### config.mk
export PLATFORM = sky130hd
export DESIGN_NAME = mvl3_ram
export DESIGN_NICKNAME = d
export VERILOG_FILES = /design/src/rtl/core/mvl3_ram.sv
export SDC_FILE = /design/constraint.sdc
export NUM_CORES = 1
export LEC_CHECK = 0
export BUFFER_PORTS_ARGS = -buffer_cell sky130_fd_sc_hd__buf_2
export CAP_MARGIN = 30
export CORE_MARGIN = 4
export CORE_UTILIZATION = 55
export DETAILED_ROUTE_END_ITERATION = 10
export PLACE_DENSITY = 0.76
export SYNTH_ARGS = -nofsm -noshare
export SYNTH_HDL_FRONTEND = slang
export SYNTH_SLANG_ARGS = --single-unit
### constraint.sdc
create_clock -name clk -period 1.5 [get_ports clk]
set_input_delay 0.075 -clock clk [delete_from_list [all_inputs] [get_ports clk]]
set_output_delay 0.075 -clock clk [all_outputs]
set_load 0.01 [all_outputs]
### src/rtl/core/mvl3_ram.sv
// generic ram: one write port, two registered read ports, read-first
module mvl3_ram #(
	parameter int WIDTH = 8,
	parameter int DEPTH = 16,
	localparam int AW = $clog2(DEPTH)
) (
	input  logic             clk,
	input  logic             we,
	input  logic [AW-1:0]    waddr,
	input  logic [WIDTH-1:0] wdata,
	input  logic             re,
	input  logic [AW-1:0]    raddr_a,
	input  logic [AW-1:0]    raddr_b,
	output logic [WIDTH-1:0] rdata_a,
	output logic [WIDTH-1:0] rdata_b
);

	logic [WIDTH-1:0] mem [DEPTH];

	always_ff @(posedge clk) begin
		if (re) begin
			rdata_a <= mem[raddr_a];
			rdata_b <= mem[raddr_b];
		end
		if (we)
			mem[waddr] <= wdata;
	end

endmodule

==> flow_metrics.py <==
metrics = {
    "drt": {
        "vias": 3548,
        "routed_wl_um": 14360,
        "wl_per_cell_um": 26.79,
        "drtPass1Iterations": 5,
        "drtIter0Drc": 383,
        "drc_errors": 0,
        "viasPerCell": 6.619,
        "drt.antenna.violating_nets": 0,
    },
    "sta": {
        "whs_ns": 0.03406,
        "finalCritPeriodShare_pct": 103.3,
        "post-route-min-period_ns": 1.550,
        "final_max_slew_viol_count": 0,
        "layout_setup_ws_ns": -0.04965,
        "max_slew_margin_pct": 36.03,
        "setup_viol": 1,
        "setup_tns_ns": -0.04965,
        "finalHoldViolCount": 0,
        "clock.fmax_mhz": 645.3,
        "rsz0062_at_grt": "true",
        "clock_skew_ns": 0.005345,
        "worstMarginPinSlew_ns": 0.9560,
    },
    "synthesis": {
        "synth_warnings": 0,
        "synth_area_leaders": "edfxtp_1 (66%), mux4_2 (12%), mux4_1 (11%)",
        "yosysUniqueCellTypes": 19,
        "synth_area_sq_um": 6506,
        "synth_area_per_cell_sq_um": 21.19,
        "seq_area_frac_synth_pct": 66.46,
        "syn_inst": 307,
        "synthFlopType": "edfxtp_1",
        "yosysMostFrequentCell": "edfxtp_1",
        "netlist_top_cells_count": "edfxtp_1 (144), mux4_2 (34), a22oi_1 (32), mux4_1 (28), nand2_1 (17)",
        "syn_nets": 330,
        "synth_edf_count": 144,
        "synth_top_area_share_pct": 66.46,
        "async_flop_share_pct": 0,
        "synth_top_area_cell": "edfxtp_1",
        "synth-seq-cells": 144,
    },
    "clock_network": {
        "clockBufferDepth": 2,
        "clock_sinks": 144,
        "cts_made_buffers": 17,
        "clkTransAtPathRegs_ns": 0.06,
        "clock_latency_ns": 0.41,
        "ctsHoldBuffers": 0,
        "cts_tree": "yes",
        "htreeDepth": 4,
        "clock-root-buffer": "clkbuf_16",
    },
    "die": {
        "die_w_um": 116.8,
        "pin_count": 39,
        "start_util_pct": 56.50,
        "coreArea_sq_um": 11520,
        "die_area_sq_um": 13630,
        "fp.dieH_um": 116.8,
        "row_count": 39,
    },
    "grt": {
        "grt_max_degree": 33,
        "grt_first_pass_wirelength_um": 21930,
        "grt-ovfl-total": 0,
        "grt_pass1_vias": 3726,
        "gr-usage-all-layers_pct": 23.08,
        "antenna_found_initial": 0,
    },
    "hold_path": {
        "hold-path-cell-count": 1,
        "hold_class": "in -> reg",
    },
    "placement": {
        "portBuffers": 38,
        "dp_hpwl_um": 9534,
        "routabilityCongestion": 0.7822,
    },
    "power_and_ir_drop": {
        "power_switching_mw": 1.952,
        "power_frac_clock_pct": 46.3,
        "power.share.switching_pct": 19.61,
        "p_comb_share_pct": 7.4,
        "powerDensity_nw_per_um2": 1290,
        "p_int_mw": 8.000,
        "pwr-share-seq_pct": 46.3,
        "vdd_drop_max_v": 0.0009461,
        "power_leakage_nw": 2.645,
        "power_mw": 9.951,
    },
    "worst_setup_path": {
        "arrival_ns": 1.72,
        "cpPeakStageDelay_ns": 0.63,
        "crit_type": "reg -> reg",
        "worst-endpoint-required_ns": 1.67,
        "start_kind": "register",
        "reg2regPathDepth": 3,
        "end_kind": "register",
        "worstPathCellList": "mux4_4 > a22oi_2 > nand2_1",
        "critPathMaxFanout": 2,
        "slowest_stage": "mux4_4",
    },
    "layout": {
        "nFillCells": 755,
        "antennaDiodeCount": 0,
        "nNetsFinal": 403,
        "drive_above_1_share_pct": 42.49,
        "areaGrowthSynthToFinish_pct": 18.60,
    },
    "job": {
        "drv_cap": 0,
    },
    "outcome": {
        "failed_checks": "setup timing",
        "status": "finished, violations left",
    },
}
==> logic make-up after synthesis <==
| logic type | share of synthesized area [%] |
|---|---|
| simple gates | 3.346 |
| flops | 66.46 |
| mux | 23.85 |
| compound gates | 3.692 |
| buf+inv | 2.654 |
==> power groups by stage <==
stage	combinational [mW]	clock (mW)	sequential [mW]
after floorplan	0.407	0	4.69
after global placement	0.686	0	4.68
after detailed placement	0.700	0	4.68
after CTS	0.730	4.64	4.60
after global routing	0.788	4.89	4.61
final	0.736	4.61	4.60
==> path summary, 6_finish.rpt <==
kind / from / to / slack [ns]
max reg2reg: mem[0][7] / rdata_b[7] / -0.05
min reg2reg: mem[14][7] / rdata_a[7] / 0.78
min: wdata[0] / mem[6][0] / 0.03
max: mem[0][7] / rdata_b[7] / -0.05
==> registers in the layout, indices dropped and copies added (netlist names) <==
name,cells
rdata_b,8
rdata_a,8
mem,128
==> timing repair <==
item | CTS | global route
endpoints found under the setup margin | 12 | 15
pin swaps | 8 | 11
setup buffers | 0 | 0
resized for setup | 15 | 13
cloned | 0 | 0
==> critical path: cells and delay by family, from the launching register on <==
| family | cells | cell delay (ns) |
|---|---|---|
| muxes | 1 | 0.63 |
| DFF | 1 | 0.44 |
| AOI/OAI and AO/OA | 1 | 0.17 |
| and+or+nand+nor | 1 | 0.06 |
==> per-stage QoR <==
stage	instances	area [sq um]	setup slack, ns	utilization [%]
final	536	7716	-0.04965	67.00
after global routing	536	7716	-0.08101	67.00
after CTS	536	7739	-0.04047	67.20
after detailed placement	504	7041	-0.1845	61.14
after global placement	504	7041	-0.1721	61.14
after floorplan	307	6511	0.05698	-
==> layout by cell type, fill, tap and decap left out, types with 3 or more instances in the layout <==
master	count
a22oi_1	17
a22oi_2	15
buf_12	5
buf_2	38
buf_4	31
bufinv_16	6
clkbuf_16	17
clkinv_1	3
edfxtp_1	144
mux4_1	15
mux4_2	47
nand2_1	17
nor2_1	14
nor3_1	3
==> metal layers <==
metal,vias up,global-route usage [%],part of all wire [%]
met2,186,38.49,52
met1,1841,30.16,38
li1,1494,-,-
met4,0,7.645,2.4
met5,-,0,0
met3,27,5.648,7.6
==> area by class of cell <==
cell class | count | area (sq um) | share of cell area, %
multi-input combinational | 143 | 2041 | 26.45
timing repair buffer | 74 | 523.0 | 6.778
clock buffer | 19 | 432.9 | 5.611
tap | 143 | 178.9 | 2.319
clock inverter | 13 | 216.5 | 2.805
sequential | 144 | 4324 | 56.04
(Power assumes the default switching activity.)
